==> src/adjg_pkg.sv <==
// Shared types and constants for the adjacency list graph store.
package adjg_pkg;

   localparam int DefMaxVertices = 16;
   localparam int DefNodePool    = 64;
   localparam int MaxResults     = 64;
   localparam int VertexWidth    = 4;

   typedef enum logic [1:0] {
      KIND_ADD       = 2'd0,
      KIND_REMOVE    = 2'd1,
      KIND_EXISTS    = 2'd2,
      KIND_NEIGHBORS = 2'd3
   } kind_type;

   typedef enum logic [1:0] {
      STAT_OK      = 2'd0,
      STAT_INVALID = 2'd1,
      STAT_FULL    = 2'd2
   } status_type;

   localparam logic CSR_UNDIRECTED   = 1'b0;
   localparam logic CSR_NUM_VERTICES = 1'b1;

   typedef enum logic [2:0] {
      ST_IDLE,
      ST_ADD1,
      ST_ADD2,
      ST_WHEAD,
      ST_WNODE,
      ST_UNLINK,
      ST_LHEAD,
      ST_LNODE
   } state_type;

endpackage

==> src/adjg_ram.sv <==
// Generic single-write, single-read RAM with registered read data.
module adjg_ram #(
   parameter int Width = 8,
   parameter int Depth = 16
) (
   input  logic                     clock,
   input  logic                     we,
   input  logic [$clog2(Depth)-1:0] waddr,
   input  logic [Width-1:0]         wdata,
   input  logic [$clog2(Depth)-1:0] raddr,
   output logic [Width-1:0]         rdata
);
   logic [Width-1:0] mem [Depth];
   logic [Width-1:0] rdata_ff;

   always_ff @(posedge clock) begin
      if (we) begin
         mem[waddr] <= wdata;
      end
      rdata_ff <= mem[raddr];
   end

   assign rdata = rdata_ff;
endmodule

==> src/adjacency_list_graph_store.sv <==
// Top level of the adjacency list graph store.
//
//   channel   handshake              payload
//   request   start / busy           req_kind, req_vertex_a, req_vertex_b
//   result    rsp_strobe (1 cycle)   rsp_status, rsp_edge_found, rsp_neighbor,
//                                    rsp_neighbor_valid, rsp_last
//   csr       csr_we                 csr_index, csr_wdata
//
// One item at a time. Invalid and pool-full items are answered from idle.
// Add writes a list entry (plus a mirror entry when undirected). Exists and
// remove walk a list through the node RAM read port; remove unlinks a found
// node and, when undirected, walks a second list. Neighbors streams up to 64 entries.
// Reset is immediate: list heads use valid bits, untouched pool nodes are
// tracked with a fill count. Results cannot be stalled.
module adjacency_list_graph_store #(
   parameter int MAX_VERTICES = adjg_pkg::DefMaxVertices,
   parameter int NODE_POOL    = adjg_pkg::DefNodePool
) (
   input  logic                         clock,
   input  logic                         reset,
   input  logic                         start,
   output logic                         busy,
   input  logic [1:0]                   req_kind,
   input  logic [adjg_pkg::VertexWidth-1:0] req_vertex_a,
   input  logic [adjg_pkg::VertexWidth-1:0] req_vertex_b,
   output logic                         rsp_strobe,
   output logic [1:0]                   rsp_status,
   output logic                         rsp_edge_found,
   output logic [adjg_pkg::VertexWidth-1:0] rsp_neighbor,
   output logic                         rsp_neighbor_valid,
   output logic                         rsp_last,
   input  logic                         csr_we,
   input  logic                         csr_index,
   input  logic [4:0]                   csr_wdata
);
   import adjg_pkg::*;

   localparam int NW  = $clog2(NODE_POOL + 1);
   localparam int NAW = $clog2(NODE_POOL);
   localparam int HAW = $clog2(MAX_VERTICES);
   localparam int VW  = VertexWidth;
   localparam int DW  = NW + VW;
   localparam int KW  = $clog2(MaxResults);
   localparam logic [NW-1:0] NIL = NW'(NODE_POOL);

   // configuration
   logic          undir_ff, undir_in;
   logic [4:0]    nvert_ff, nvert_in;

   // control
   state_type     state_ff, state_in;
   logic [1:0]    kind_ff, kind_in;
   logic [VW-1:0] a_ff, a_in, b_ff, b_in;
   logic [VW-1:0] list_ff, list_in, target_ff, target_in;
   logic          pass2_ff, pass2_in;
   logic [NW-1:0] cur_ff, cur_in, prev_ff, prev_in;
   logic [VW-1:0] prev_vtx_ff, prev_vtx_in;
   logic          fwd_ff, fwd_in;
   logic [NW-1:0] fwd_node_ff, fwd_node_in;
   logic [KW-1:0] k_ff, k_in;
   logic [NW-1:0] free_head_ff, free_head_in;
   logic [NW-1:0] free_cnt_ff, free_cnt_in;
   logic [NW-1:0] fill_ff, fill_in;
   logic [MAX_VERTICES-1:0] hvalid_ff, hvalid_in;
   logic [HAW-1:0] hr_addr_ff, hr_addr_in;

   // result
   logic          strobe_ff, strobe_in;
   logic [1:0]    status_ff, status_in;
   logic          found_o_ff, found_o_in;
   logic [VW-1:0] nb_ff, nb_in;
   logic          nbv_ff, nbv_in;
   logic          last_ff, last_in;

   // memories
   logic           h_we;
   logic [HAW-1:0] h_waddr, h_raddr;
   logic [NW-1:0]  h_wdata, h_rdata;
   logic           n_we;
   logic [NAW-1:0] n_waddr, n_raddr;
   logic [DW-1:0]  n_wdata, n_rdata;

   adjg_ram #(.Width(NW), .Depth(MAX_VERTICES)) u_head (
      .clock(clock), .we(h_we), .waddr(h_waddr), .wdata(h_wdata),
      .raddr(h_raddr), .rdata(h_rdata)
   );

   adjg_ram #(.Width(DW), .Depth(NODE_POOL)) u_node (
      .clock(clock), .we(n_we), .waddr(n_waddr), .wdata(n_wdata),
      .raddr(n_raddr), .rdata(n_rdata)
   );

   logic [NW-1:0] hval;
   logic [VW-1:0] rd_vtx;
   logic [NW-1:0] rd_link;
   logic          va_ok, vb_ok;
   logic [NW-1:0] pop_nd, pop_next;
   logic [NW-1:0] push_head;

   assign hval    = hvalid_ff[hr_addr_ff] ? h_rdata : NIL;
   assign rd_vtx  = n_rdata[DW-1:NW];
   assign rd_link = n_rdata[NW-1:0];
   assign va_ok   = (32'(req_vertex_a) < 32'(nvert_ff)) && (32'(req_vertex_a) < MAX_VERTICES);
   assign vb_ok   = (32'(req_vertex_b) < 32'(nvert_ff)) && (32'(req_vertex_b) < MAX_VERTICES);
   // untouched pool nodes chain to the next index
   assign pop_nd   = free_head_ff;
   assign pop_next = (pop_nd == fill_ff) ? pop_nd + NW'(1) : rd_link;

   always_ff @(posedge clock) begin
      if (reset) begin
         undir_ff     <= 1'b1;
         nvert_ff     <= 5'd16;
         state_ff     <= ST_IDLE;
         free_head_ff <= '0;
         free_cnt_ff  <= NIL;
         fill_ff      <= '0;
         hvalid_ff    <= '0;
         strobe_ff    <= 1'b0;
      end else begin
         undir_ff     <= undir_in;
         nvert_ff     <= nvert_in;
         state_ff     <= state_in;
         free_head_ff <= free_head_in;
         free_cnt_ff  <= free_cnt_in;
         fill_ff      <= fill_in;
         hvalid_ff    <= hvalid_in;
         strobe_ff    <= strobe_in;
      end
   end

   always_ff @(posedge clock) begin
      kind_ff     <= kind_in;
      a_ff        <= a_in;
      b_ff        <= b_in;
      list_ff     <= list_in;
      target_ff   <= target_in;
      pass2_ff    <= pass2_in;
      cur_ff      <= cur_in;
      prev_ff     <= prev_in;
      prev_vtx_ff <= prev_vtx_in;
      fwd_ff      <= fwd_in;
      fwd_node_ff <= fwd_node_in;
      k_ff        <= k_in;
      hr_addr_ff  <= hr_addr_in;
      status_ff   <= status_in;
      found_o_ff  <= found_o_in;
      nb_ff       <= nb_in;
      nbv_ff      <= nbv_in;
      last_ff     <= last_in;
   end

   always_comb begin
      undir_in     = undir_ff;
      nvert_in     = nvert_ff;
      state_in     = state_ff;
      kind_in      = kind_ff;
      a_in         = a_ff;
      b_in         = b_ff;
      list_in      = list_ff;
      target_in    = target_ff;
      pass2_in     = pass2_ff;
      cur_in       = cur_ff;
      prev_in      = prev_ff;
      prev_vtx_in  = prev_vtx_ff;
      fwd_in       = fwd_ff;
      fwd_node_in  = fwd_node_ff;
      k_in         = k_ff;
      free_head_in = free_head_ff;
      free_cnt_in  = free_cnt_ff;
      fill_in      = fill_ff;
      hvalid_in    = hvalid_ff;
      hr_addr_in   = hr_addr_ff;
      strobe_in    = 1'b0;
      status_in    = STAT_OK;
      found_o_in   = 1'b0;
      nb_in        = '0;
      nbv_in       = 1'b0;
      last_in      = 1'b1;
      h_we         = 1'b0;
      h_waddr      = HAW'(list_ff);
      h_wdata      = '0;
      h_raddr      = HAW'(req_vertex_a);
      n_we         = 1'b0;
      n_waddr      = NAW'(pop_nd);
      n_wdata      = '0;
      n_raddr      = NAW'(free_head_ff);
      push_head    = hval;

      if (csr_we) begin
         case (csr_index)
            CSR_UNDIRECTED:   undir_in = csr_wdata[0];
            CSR_NUM_VERTICES: nvert_in = csr_wdata;
            default: ;
         endcase
      end

      case (state_ff)
         ST_IDLE: begin
            hr_addr_in = HAW'(req_vertex_a);
            if (start) begin
               kind_in   = req_kind;
               a_in      = req_vertex_a;
               b_in      = req_vertex_b;
               list_in   = req_vertex_a;
               target_in = req_vertex_b;
               pass2_in  = 1'b0;
               if (!va_ok || (req_kind != KIND_NEIGHBORS && !vb_ok)) begin
                  strobe_in = 1'b1;
                  status_in = STAT_INVALID;
               end else begin
                  case (req_kind)
                     KIND_ADD: begin
                        if (free_cnt_ff < (undir_ff ? NW'(2) : NW'(1))) begin
                           strobe_in = 1'b1;
                           status_in = STAT_FULL;
                        end else begin
                           state_in = ST_ADD1;
                        end
                     end
                     KIND_NEIGHBORS: state_in = ST_LHEAD;
                     default:        state_in = ST_WHEAD;
                  endcase
               end
            end
         end

         ST_ADD1, ST_ADD2: begin
            if (state_ff == ST_ADD2 && fwd_ff) begin
               push_head = fwd_node_ff;
            end
            n_we    = 1'b1;
            n_waddr = NAW'(pop_nd);
            n_wdata = {target_ff, push_head};
            h_we    = 1'b1;
            h_waddr = HAW'(list_ff);
            h_wdata = pop_nd;
            hvalid_in[HAW'(list_ff)] = 1'b1;
            free_head_in = pop_next;
            free_cnt_in  = free_cnt_ff - NW'(1);
            if (pop_nd == fill_ff) begin
               fill_in = fill_ff + NW'(1);
            end
            if (state_ff == ST_ADD1 && undir_ff) begin
               // mirror entry: same list when a self loop
               fwd_in      = (a_ff == b_ff);
               fwd_node_in = pop_nd;
               list_in     = b_ff;
               target_in   = a_ff;
               h_raddr     = HAW'(b_ff);
               hr_addr_in  = HAW'(b_ff);
               n_raddr     = NAW'(pop_next);
               state_in    = ST_ADD2;
            end else begin
               strobe_in = 1'b1;
               state_in  = ST_IDLE;
            end
         end

         ST_WHEAD: begin
            prev_in = NIL;
            cur_in  = hval;
            if (hval == NIL) begin
               strobe_in  = 1'b1;
               found_o_in = pass2_ff;
               state_in   = ST_IDLE;
            end else begin
               n_raddr  = NAW'(hval);
               state_in = ST_WNODE;
            end
         end

         ST_WNODE: begin
            if (rd_vtx == target_ff) begin
               if (kind_ff == KIND_EXISTS) begin
                  strobe_in  = 1'b1;
                  found_o_in = 1'b1;
                  state_in   = ST_IDLE;
               end else begin
                  if (prev_ff == NIL) begin
                     h_we    = 1'b1;
                     h_waddr = HAW'(list_ff);
                     h_wdata = rd_link;
                     hvalid_in[HAW'(list_ff)] = 1'b1;
                  end else begin
                     n_we    = 1'b1;
                     n_waddr = NAW'(prev_ff);
                     n_wdata = {prev_vtx_ff, rd_link};
                  end
                  state_in = ST_UNLINK;
               end
            end else if (rd_link == NIL) begin
               strobe_in  = 1'b1;
               found_o_in = pass2_ff;
               state_in   = ST_IDLE;
            end else begin
               prev_in     = cur_ff;
               prev_vtx_in = rd_vtx;
               cur_in      = rd_link;
               n_raddr     = NAW'(rd_link);
            end
         end

         ST_UNLINK: begin
            // freed node goes to the head of the free list
            n_we         = 1'b1;
            n_waddr      = NAW'(cur_ff);
            n_wdata      = {{VW{1'b0}}, free_head_ff};
            free_head_in = cur_ff;
            free_cnt_in  = free_cnt_ff + NW'(1);
            if (!pass2_ff && undir_ff) begin
               pass2_in   = 1'b1;
               list_in    = b_ff;
               target_in  = a_ff;
               h_raddr    = HAW'(b_ff);
               hr_addr_in = HAW'(b_ff);
               state_in   = ST_WHEAD;
            end else begin
               strobe_in  = 1'b1;
               found_o_in = 1'b1;
               state_in   = ST_IDLE;
            end
         end

         ST_LHEAD: begin
            k_in = '0;
            if (hval == NIL) begin
               strobe_in = 1'b1;
               state_in  = ST_IDLE;
            end else begin
               n_raddr  = NAW'(hval);
               state_in = ST_LNODE;
            end
         end

         ST_LNODE: begin
            strobe_in = 1'b1;
            nb_in     = rd_vtx;
            nbv_in    = 1'b1;
            if (rd_link == NIL || k_ff == KW'(MaxResults - 1)) begin
               state_in = ST_IDLE;
            end else begin
               last_in = 1'b0;
               k_in    = k_ff + KW'(1);
               n_raddr = NAW'(rd_link);
            end
         end

         default: state_in = ST_IDLE;
      endcase
   end

   assign busy               = (state_ff != ST_IDLE);
   assign rsp_strobe         = strobe_ff;
   assign rsp_status         = status_ff;
   assign rsp_edge_found     = found_o_ff;
   assign rsp_neighbor       = nb_ff;
   assign rsp_neighbor_valid = nbv_ff;
   assign rsp_last           = last_ff;
endmodule
==> config.mk <==
export PLATFORM = sky130hd
export DESIGN_NAME = adjacency_list_graph_store
export DESIGN_NICKNAME = d
export VERILOG_FILES = /design/src/adjg_pkg.sv /design/src/adjg_ram.sv /design/src/adjacency_list_graph_store.sv
export SDC_FILE = /design/constraint.sdc
export NUM_CORES = 1
export LEC_CHECK = 0
export ABC_CLOCK_PERIOD_IN_PS = 6500
export BUFFER_PORTS_ARGS = -buffer_cell sky130_fd_sc_hd__buf_4
export CAP_MARGIN = 20
export CELL_PAD_IN_SITES_DETAIL_PLACEMENT = 1
export CELL_PAD_IN_SITES_GLOBAL_PLACEMENT = 1
export CORE_MARGIN = 3
export CORE_UTILIZATION = 55
export CTS_BUF_LIST = sky130_fd_sc_hd__clkbuf_2 sky130_fd_sc_hd__clkbuf_4 sky130_fd_sc_hd__clkbuf_8
export CTS_CLUSTER_SIZE = 20
export DETAILED_ROUTE_END_ITERATION = 6
export PLACE_DENSITY_LB_ADDON = 0.1
export SYNTH_ARGS = -nofsm -noshare
export SYNTH_HDL_FRONTEND = slang
export SYNTH_SLANG_ARGS = --single-unit
==> constraint.sdc <==
create_clock -name clock -period 6.5 [get_ports clock]
set_input_delay 1.3 -clock clock [delete_from_list [all_inputs] [get_ports clock]]
set_output_delay 1.3 -clock clock [all_outputs]
set_load 0.02 [all_outputs]
# Word-level counts from Yosys, hierarchy flattened
# Memory sizes are Yosys's and may differ from the RTL's. A register that Yosys moved wholly into a read port is not among the register bits.
# Index checks and enable logic that the tools add are counted.
# Widths: inputs -> output; s select.
[word_totals]
in_bits = 20
mem_count = 2
ff_bits = 111
word_cells = 213
ram_bits = 816
output_inout_bits = 11
[op_classes]
magnitude_cmp = 6
eq_ne = 30
muxes = 100
n_addsub = 5
reduce_logical = 36
bitwise_logic = 7
[memory_table]
columns = ["memory", "depth", "word_bits", "read_ports", "rd_ports_with_merged_regs", "write_ports", "line_no", "rtl"]
rows = [
  ["u_node.mem", 64, 11, 1, 1, 1, "adjg_ram.sv:13", "logic [Width-1:0] mem [Depth];"],
  ["u_head.mem", 16, 7, 1, 1, 1, "adjg_ram.sv:13", ""],
]
[ops]
columns = ["operator", "n"]
rows = [
  ["$mux 7", 10],
  ["$pmux 7 s2", 5],
  ["$mux 6", 9],
  ["$mux 16", 3],
  ["$pmux 4 s3", 3],
  ["$mux 11", 3],
  ["$pmux 11 s3", 1],
  ["$mux 4", 8],
  ["$pmux 16 s2", 1],
  ["$mux 1", 31],
  ["$mux 3", 9],
  ["$ne 2x2->1 const B", 12],
  ["$pmux 6 s2", 2],
  ["$pmux 6 s4", 1],
  ["$add 7x1->7 const B", 3],
  ["$eq 7x7->1 const B", 3],
  ["$pmux 3 s7", 1],
  ["$or 16x16->16", 1],
  ["$eq 3x3->1 const B", 4],
  ["$reduce_and 2->1", 6],
  ["$reduce_and 3->1", 4],
  ["$lt 4x5->1", 2],
  ["$lt 4x5->1 const B", 2],
  ["$reduce_bool 2->1", 5],
  ["31 further kinds", 55],
]

# Depth between registers and ports, before layout
# Gate-level depths: netlist of the first run.
[depth]
ltp_word = 9
ltp_mapped = 18
depth_no_buf = 13

# Cells and area by module
# A second synthesis of the first run with hierarchy kept.
[unflattened]
cells_unflattened = 2224
area_unflattened_um2 = 38157.8
[by_module_without_submodules]
columns = ["module", "seq_area_each_um2", "cells_per_inst", "area_each_um2", "instances"]
rows = [
  ["adjg_ram (u_node)", 21360.5, 1380, 27594.0, 1],
  ["adjacency_list_graph_store", 2772.7, 641, 6033.3, 1],
  ["adjg_ram (u_head)", 3503.4, 203, 4530.6, 1],
]

# Least setup slack after synthesis of the first run
# Ideal clock, no wire load.
[synth_timing]
path_type = "register -> register"
from = "register hr_addr_ff[2]"
to = "memory u_node.mem[0][0] (netlist name), data pin"
required_ps = 5798
setup_ps = 702
stages_incl_launch_ff = 8
setup_slack_ps = 1663
path_buffers = 1
period_less_slack_ps = 4837
arrival_time_ps = 4136
cell_sequence = "edfxtp_1 -> buf_2 -> and2_1 -> a221oi_2 -> a22oi_4 -> nand2b_1 -> mux2_2 -> o21ai_0"
[synth_between]
elab_chain_cells = 5
[synth_rtl]
columns = ["element", "line_no", "rtl"]
rows = [
  ["from (decl)", "adjacency_list_graph_store.sv:65", "logic [HAW-1:0] hr_addr_ff, hr_addr_in;"],
  ["from (signal assigned)", "adjacency_list_graph_store.sv:144", "hr_addr_ff <= hr_addr_in;"],
  ["$bmux 1 s4", "adjacency_list_graph_store.sv:100", "assign hval = hvalid_ff[hr_addr_ff] ? h_rdata : NIL;"],
  ["$mux 1 (implied by the code)", "adjacency_list_graph_store.sv:100", ""],
  ["$mux 7", "adjacency_list_graph_store.sv:100", ""],
  ["$mux 7", "adjacency_list_graph_store.sv:228", "if (state_ff == ST_ADD2 && fwd_ff) begin"],
  ["$pmux 11 s3", "adjacency_list_graph_store.sv:197", "case (state_ff)"],
  ["via n_wdata[0]", "adjacency_list_graph_store.sv:81", "logic [DW-1:0] n_wdata, n_rdata;"],
  ["to (decl)", "adjg_ram.sv:13", ""],
]
# The timed path passes the listed nets, and every way through them passes these cells. The select of a mux whose other input is x is not followed.

# Worst setup path after layout of the first run
[layout_timing]
from = "register state_ff[2]"
to = "register u_node.rdata_ff[4], in the netlist u_node.rdata[4] (read register of u_node.mem)"
[layout_between]
elab_chain_cells = 4
word_cells_on_any_way = 11
classes_between = "eq/ne (6); mux (2); reduce/logical (3)"
[layout_rtl]
columns = ["element", "line_no", "rtl"]
rows = [
  ["from (decl)", "adjacency_list_graph_store.sv:51", "state_type state_ff, state_in;"],
  ["from (signal assigned)", "adjacency_list_graph_store.sv:122", "state_ff <= state_in;"],
  ["$eq 3x1->1", "adjacency_list_graph_store.sv:197, adjacency_list_graph_store.sv:243", ""],
  ["$logic_and 1x1->1", "adjacency_list_graph_store.sv:243", "if (state_ff == ST_ADD1 && undir_ff) begin"],
  ["$mux 6", "adjacency_list_graph_store.sv:243", ""],
  ["$pmux 6 s4 (*)", "adjacency_list_graph_store.sv:197", ""],
  ["to (decl)", "adjg_ram.sv:14", "logic [Width-1:0] rdata_ff;"],
]
# Every way passes the cells marked *; elsewhere a longest branch is shown, timed or not.
# A chain may end at the register's enable or synchronous reset.

==> results of run 1 <==
==> logic make-up (layout without fill, tap and decap cells) <==
logic type	after synthesis	after routing	synth area share, %
buffers and inverters	182	440	2.36
DFF	945	945	70.9
AOI/OAI and AO/OA	391	391	7.39
xor gates and xnor gates	37	37	0.832
adders and majority gates	16	16	0.533
other	0	1	0
muxes	127	127	4.22
and+or+nand+nor	1197	1197	13.7
==> per-layer routing <==
| layer | vias to the layer above | part of all wire [%] | global-route usage [%] |
|---|---|---|---|
| met5 | - | 0.011 | 0 |
| met4 | 2 | 3.8 | 13.0 |
| met3 | 229 | 9.0 | 6.79 |
| met2 | 1329 | 46 | 49.4 |
| met1 | 13444 | 41 | 45.3 |
| li1 | 11200 | - | - |
==> synthesized netlist by cell type, drive strengths merged, types with 19 or more instances <==
library cell    n  area (sq um)
clkbuf         36           135
a211oi         19           165
dfxtp          74          1480
buf           124           702
nand3         169           851
nor3           38           205
o21ai          42           210
a21oi          84           432
and3           69           432
edfxtp        871         26200
a221oi         25           231
and2           21           131
inv            21          78.8
nor2          191           767
nand2         608          2280
a311oi         26           228
mux2i          85           855
xor2           20           175
a22oi          28           224
a32oi          27           236
mux4           28           631
nand4          29           181
a31oi          32           200
==> path summary, 6_finish.rpt <==
kind / cells after the start / start / slack, ns / end
setup / recovery: 13 / state_ff[2]$_SDFFE_PP0P_ / 0.71 / u_node.rdata[4]$_DFF_P_
hold / removal: 2 / nvert_ff[2]$_SDFFE_PP0P_ / 0.47 / nvert_ff[2]$_SDFFE_PP0P_
setup reg to reg: 13 / state_ff[2]$_SDFFE_PP0P_ / 0.71 / u_node.rdata[4]$_DFF_P_
hold reg to reg: 2 / nvert_ff[2]$_SDFFE_PP0P_ / 0.47 / nvert_ff[2]$_SDFFE_PP0P_
==> stage by stage <==
step	power [mW]	worst slack, ns
2_1_floorplan	14.5	1.66
3_3_place_gp	17.7	0.542
3_5_place_dp	18.1	0.939
4_1_cts	23.2	0.843
5_1_grt	24.3	0.451
6_report	23.2	0.706
==> report_power, final <==
| group | switching [mW] | internal (mW) |
|---|---|---|
| clock network | 2.30 | 2.71 |
| logic | 7.16 | 2.94 |
| registers | 0.399 | 7.72 |
| total | 9.86 | 13.4 |
==> flip-flops by register name, summed over array words and instances (netlist names), 4 cells and up <==
| signal | cells |
|---|---|
| nvert_ff | 5 |
| u_node.mem | 704 |
| free_head_ff | 7 |
| fwd_node_ff | 7 |
| a_ff | 4 |
| target_ff | 4 |
| rsp_neighbor | 4 |
| prev_vtx_ff | 4 |
| cur_ff | 7 |
| u_head.rdata | 7 |
| k_ff | 6 |
| prev_ff | 7 |
| u_node.rdata | 11 |
| hvalid_ff | 16 |
| b_ff | 4 |
| hr_addr_ff | 4 |
| free_cnt_ff | 7 |
| list_ff | 4 |
| u_head.mem | 112 |
| fill_ff | 7 |
==> area by class of cell <==
| type | instances | area share, % |
|---|---|---|
| sequential | 945 | 63.3 |
| tap | 931 | 2.67 |
| antenna | 1 | 0.00573 |
| multi-input combinational | 1768 | 24.2 |
| inverter | 22 | 0.189 |
| clock buffer | 219 | 6.11 |
| clock inverter | 41 | 0.590 |
| timing repair buffer | 158 | 2.92 |
==> worst min-delay path: stages (launching register included) <==
cell and delay (ns):
dfxtp_1 0.31, nand2_1 0.05, a21oi_1 0.06
==> out/metrics.csv, run 1 <==
stage,metric,value,unit
worst_setup_path,Top Family by Delay on Critical Path,compound AO/OA/AOI/OAI gates,
clocking,TritonCTS Buffers,152,
worst_setup_path,crit end category,flip-flop,
detailed_routing,number of DRC markers in iteration 0,3111,
placement,Placed Cells,3821,
worst_setup_path,CP bufs+invs,3,
synth,Post-synth EDFFs,871,
sta,Final Cycle Share,89.1,%
detailed_routing,DR vias,26204,
clocking,CTS Buffer Depth,3,
layout,final net count,3083,
placement,RD Place Congestion,0.917,
floorplan,Chip Width,272,um
synth,"FF+latch count, synth",945,
clocking,Post-CTS Setup Repair Bufs,0,
sta,setup_tns,0,ns
synth,syn nets,2931,
floorplan,IO Count,31,
power_and_ir_drop,Worst VDD drop,0.528,mV
floorplan,Rows,96,
layout,Final Util,62.9,%
sta,max_slew headroom,26.5,%
worst_setup_path,Worst EP arrival,6.43,ns
layout,"commonest non-fill, non-tap cell in the layout",edfxtp_1,
detailed_routing,TritonRoute pass-1 iters,6,
grt,global-route wire length before repair,176000,um
layout,final instance area,0.0437,sq mm
clocking,Clock Latency Late Sink,0.80,ns
grt,Overflow after GRT,0,
layout,sequential cell area,0.0276,sq mm
detailed_routing,ANT nets after route,0,
synth,sequential fraction of the synthesis area,70.9,%
grt,vias in the first global route,27235,
worst_setup_path,worst-path maximum fanout,89,
sta,fmax,0.173,GHz
worst_setup_path,Startpoint Class,flip-flop,
detailed_routing,DRC Markers,0,
worst_setup_path,Max stage delay on crit path,0.96,ns
clocking,root buf cell,clkbuf_8,
placement,placed cell area,0.0407,sq mm
flow_run,number of max-cap violations,0,
sta,worst hold margin,0.471,ns
synth,ys flop type,edfxtp_1,
worst_setup_path,CP max stage cell,a41oi_4,
grt,gr usage total,32.2,%
layout,most frequent cells in the layout,"edfxtp_1, nand2_1, nor2_1, nand3_1, clkbuf_8",
grt,largest net degree at the start of global routing,90,
floorplan,Core Region,0.0694,sq mm
layout,Syn-to-layout area delta,12.1,%
worst_hold_path,Hold Crit Class,reg2reg,
sta,fin. max-slew vios,0,
floorplan,Starting Density,56.1,%
synth,synthesis warning total,0,
sta,RSZ-0062 raised after global routing,false,
sta,Slew @ Worst Pin,1.10,ns
synth,Cell variety after synth,88,
synth,fraction of registers with async set/reset,0,%
layout,Multi-input gate area,0.0106,sq mm
placement,Port Buffer Count,30,
grt,initial antenna violation count,7,
clocking,CTS tree,built,
power_and_ir_drop,Pleak,15.2,nW
run_status,status,completed,
detailed_routing,DRT Wirelength,119000,um
clocking,# resized after CTS,0,
clocking,clk sinks,945,
worst_setup_path,critical path class,reg2reg,
sta,fin crit period,5.79,ns
detailed_routing,wire per inst,29.2,um
floorplan,die area,0.0741,sq mm
synth,Post-Syn Area,0.0390,sq mm
layout,share of layout cells above drive strength 1,15.6,%
sta,Final Hold Violating Endpoints,0,
placement,hpwl dp,74800,um
clocking,htree depth,4,
power_and_ir_drop,pwr dens,532,mW/mm^2
worst_setup_path,"most used cell, CP",a211o_1,
detailed_routing,vias per inst,6.41,
clocking,clock-pin slew on the worst setup and hold paths,0.06,ns
synth,Mapped Cells,2895,
floorplan,die height,272,um
sta,worst clock skew,0.0491,ns
worst_setup_path,cells along the critical path,nand3_1 > inv_2 > a211o_1 > a211o_1 > a211oi_2 > a41oi_4 > buf_12 > mux2i_1 > a221oi_1 > a311oi_1 > a2111oi_1 > clkdlybuf4s18_2 > or3_1,
layout,Non-Filler Instances,4085,
worst_setup_path,Worst EP required,7.14,ns
clocking,cts hold-fix bufs,0,
sta,# setup viols final,0,
synth,Mean Syn Cell Area,13.5,sq um
layout,fillcell total,6691,
Note: power is estimated with default switching activity, not from simulation.
==> run 2: changes to the inputs <==
==> constraint.sdc (replaced) <==
create_clock -name clock -period 6.5 [get_ports clock]
set_input_delay 0.325 -clock clock [delete_from_list [all_inputs] [get_ports clock]]
set_output_delay 0.325 -clock clock [all_outputs]
set_load 0.02 [all_outputs]
==> out/metrics.csv, run 2 (synthesis results as in run 1) <==
stage,metric,value,unit,change
layout,Syn-to-layout area delta,12.9,%,
clocking,clock-pin slew on the worst setup and hold paths,0.07,ns,about the same
placement,placed cell area,0.0407,sq mm,unchanged
placement,Placed Cells,3821,,unchanged
clocking,Clock Latency Late Sink,0.80,ns,about the same
worst_setup_path,critical path class,reg2reg,,
grt,gr usage total,32.5,%,+0.32 points
worst_setup_path,Worst EP required,7.21,ns,+0.07 ns
sta,worst clock skew,0.0415,ns,-0.00765 ns
power_and_ir_drop,Pleak,15.3,nW,+0.79%
detailed_routing,number of DRC markers in iteration 0,3250,,+4.5%
clocking,CTS Buffer Depth,3,,unchanged
worst_setup_path,Startpoint Class,flip-flop,,
placement,RD Place Congestion,0.917,,unchanged
detailed_routing,ANT nets after route,0,,unchanged
layout,final instance area,0.0440,sq mm,+0.66%
worst_hold_path,Hold Crit Class,in2reg,,
worst_setup_path,Top Family by Delay on Critical Path,compound AO/OA/AOI/OAI gates,,
sta,Final Cycle Share,88.3,%,-0.84 points
clocking,root buf cell,clkbuf_8,,
layout,Non-Filler Instances,4114,,+0.71%
detailed_routing,vias per inst,6.43,,+0.19%
worst_setup_path,CP bufs+invs,3,,unchanged
clocking,CTS tree,built,,
worst_setup_path,Worst EP arrival,6.45,ns,+0.02 ns
flow_run,number of max-cap violations,0,,unchanged
grt,initial antenna violation count,6,,-1
detailed_routing,DRC Markers,0,,unchanged
clocking,clk sinks,945,,unchanged
layout,Reg with most FFs,u_node.mem,,
grt,largest net degree at the start of global routing,90,,unchanged
detailed_routing,DR vias,26441,,+0.90%
clocking,htree depth,4,,unchanged
floorplan,Core Region,0.0694,sq mm,unchanged
floorplan,Chip Width,272,um,unchanged
sta,max_slew headroom,25.9,%,-0.65 points
layout,most frequent cells in the layout,"edfxtp_1, nand2_1, nor2_1, nand3_1, clkbuf_8",,
floorplan,IO Count,31,,unchanged
detailed_routing,wire per inst,29.2,um,about the same
worst_setup_path,crit end category,flip-flop,,
layout,Final Util,63.3,%,+0.42 points
sta,fin. max-slew vios,0,,unchanged
power_and_ir_drop,Power Total,23.3,mW,+0.19%
sta,slack of the critical path,0.761,ns,+0.0544 ns
sta,worst hold margin,0.315,ns,-0.157 ns
sta,Slew @ Worst Pin,1.11,ns,+0.00974 ns
grt,global-route wire length before repair,178000,um,+1.1%
placement,"worst slack, placed",0.939,ns,unchanged
power_and_ir_drop,Worst VDD drop,0.525,mV,-0.70%
sta,fin crit period,5.74,ns,-0.0544 ns
worst_setup_path,worst-path maximum fanout,81,,-9.0%
clocking,cts hold-fix bufs,29,,+29
grt,vias in the first global route,27533,,+1.1%
layout,biggest regs,"u_node.mem x704, u_head.mem x112, hvalid_ff x16",,
clocking,# resized after CTS,0,,unchanged
worst_setup_path,CP max stage cell,a41o_4,,
worst_setup_path,Max stage delay on crit path,0.92,ns,-0.04 ns
clocking,Post-CTS Setup Repair Bufs,0,,unchanged
floorplan,die area,0.0741,sq mm,unchanged
layout,final net count,3112,,+0.94%
power_and_ir_drop,pwr dens,529,mW/mm^2,-0.47%
clocking,TritonCTS Buffers,152,,unchanged
detailed_routing,DRT Wirelength,120000,um,+0.75%
sta,# setup viols final,0,,unchanged
worst_setup_path,cells along the critical path,inv_2 > nand3_1 > inv_2 > a211o_1 > a211o_1 > a211oi_2 > a41o_4 > buf_4 > nand2_1 > and3_1 > a311oi_1 > nor3_1 > nor3_1 > or3_1,,
detailed_routing,TritonRoute pass-1 iters,6,,unchanged
grt,Overflow after GRT,0,,unchanged
floorplan,die height,272,um,unchanged
layout,max reg flops,704,,unchanged
layout,share of layout cells above drive strength 1,15.4,%,-0.14 points
sta,fmax,0.174,GHz,+0.95%
sta,setup_tns,0,ns,unchanged
sta,Final Hold Violating Endpoints,0,,unchanged
placement,Port Buffer Count,30,,unchanged
layout,"commonest non-fill, non-tap cell in the layout",edfxtp_1,,
floorplan,Rows,96,,unchanged
floorplan,Starting Density,56.1,%,unchanged
sta,RSZ-0062 raised after global routing,false,,
placement,hpwl dp,74800,um,unchanged
run_status,status,completed,,
-- run 2: cell count changes in the layout (fill, tap and decap cells not counted), sizes merged --
cell	delta
dlygate4sd3	+29
-- run 2: worst register-to-register path, stage by stage, from the launching register on --
cell	delay, ns
dfxtp_1	0.67
inv_2	0.16
nand3_1	0.44
inv_2	0.36
a211o_1	0.33
a211o_1	0.28
a211oi_2	0.28
a41o_4	0.92
buf_4	0.52
nand2_1	0.08
and3_1	0.19
a311oi_1	0.40
nor3_1	0.17
nor3_1	0.65
or3_1	0.23
-- run 2: worst paths after layout --
check | cells past startpoint | end | from | slack, ns
worst max-delay path | 14 | u_node.rdata[1]$_DFF_P_ | state_ff[1]$_SDFFE_PP0P_ | 0.76
worst min-delay path | 2 | b_ff[2]$_DFFE_PP_ | req_vertex_b[2] | 0.31
worst max register to register | 14 | u_node.rdata[1]$_DFF_P_ | state_ff[1]$_SDFFE_PP0P_ | 0.76
worst min register to register | 2 | hvalid_ff[13]$_SDFFE_PP0P_ | hvalid_ff[13]$_SDFFE_PP0P_ | 0.48
-- run 2: layout make-up --
type                            count  area [sq um]
Antenna cell                        1          2.50
Clock buffer                      219          2670
Clock inverter                     41           258
Fill cell                        6692         25500
Inverter                           22          82.6
Multi-Input combinational cell   1768         10600
Sequential cell                   945         27600
Tap cell                          931          1160
Timing Repair Buffer              187          1570
-- run 2: metal layers --
layer | global-route usage [%] | share of wire [%]
met1 | 45.6 | 41
met2 | 50.3 | 47
met3 | 6.72 | 8.7
met4 | 13.0 | 3.7
met5 | 0 | 0.011
-- run 2: power breakdown --
group          switching [mW]  internal, mW
registers               0.405          7.72
clock network            2.31          2.71
logic                    7.19          2.95
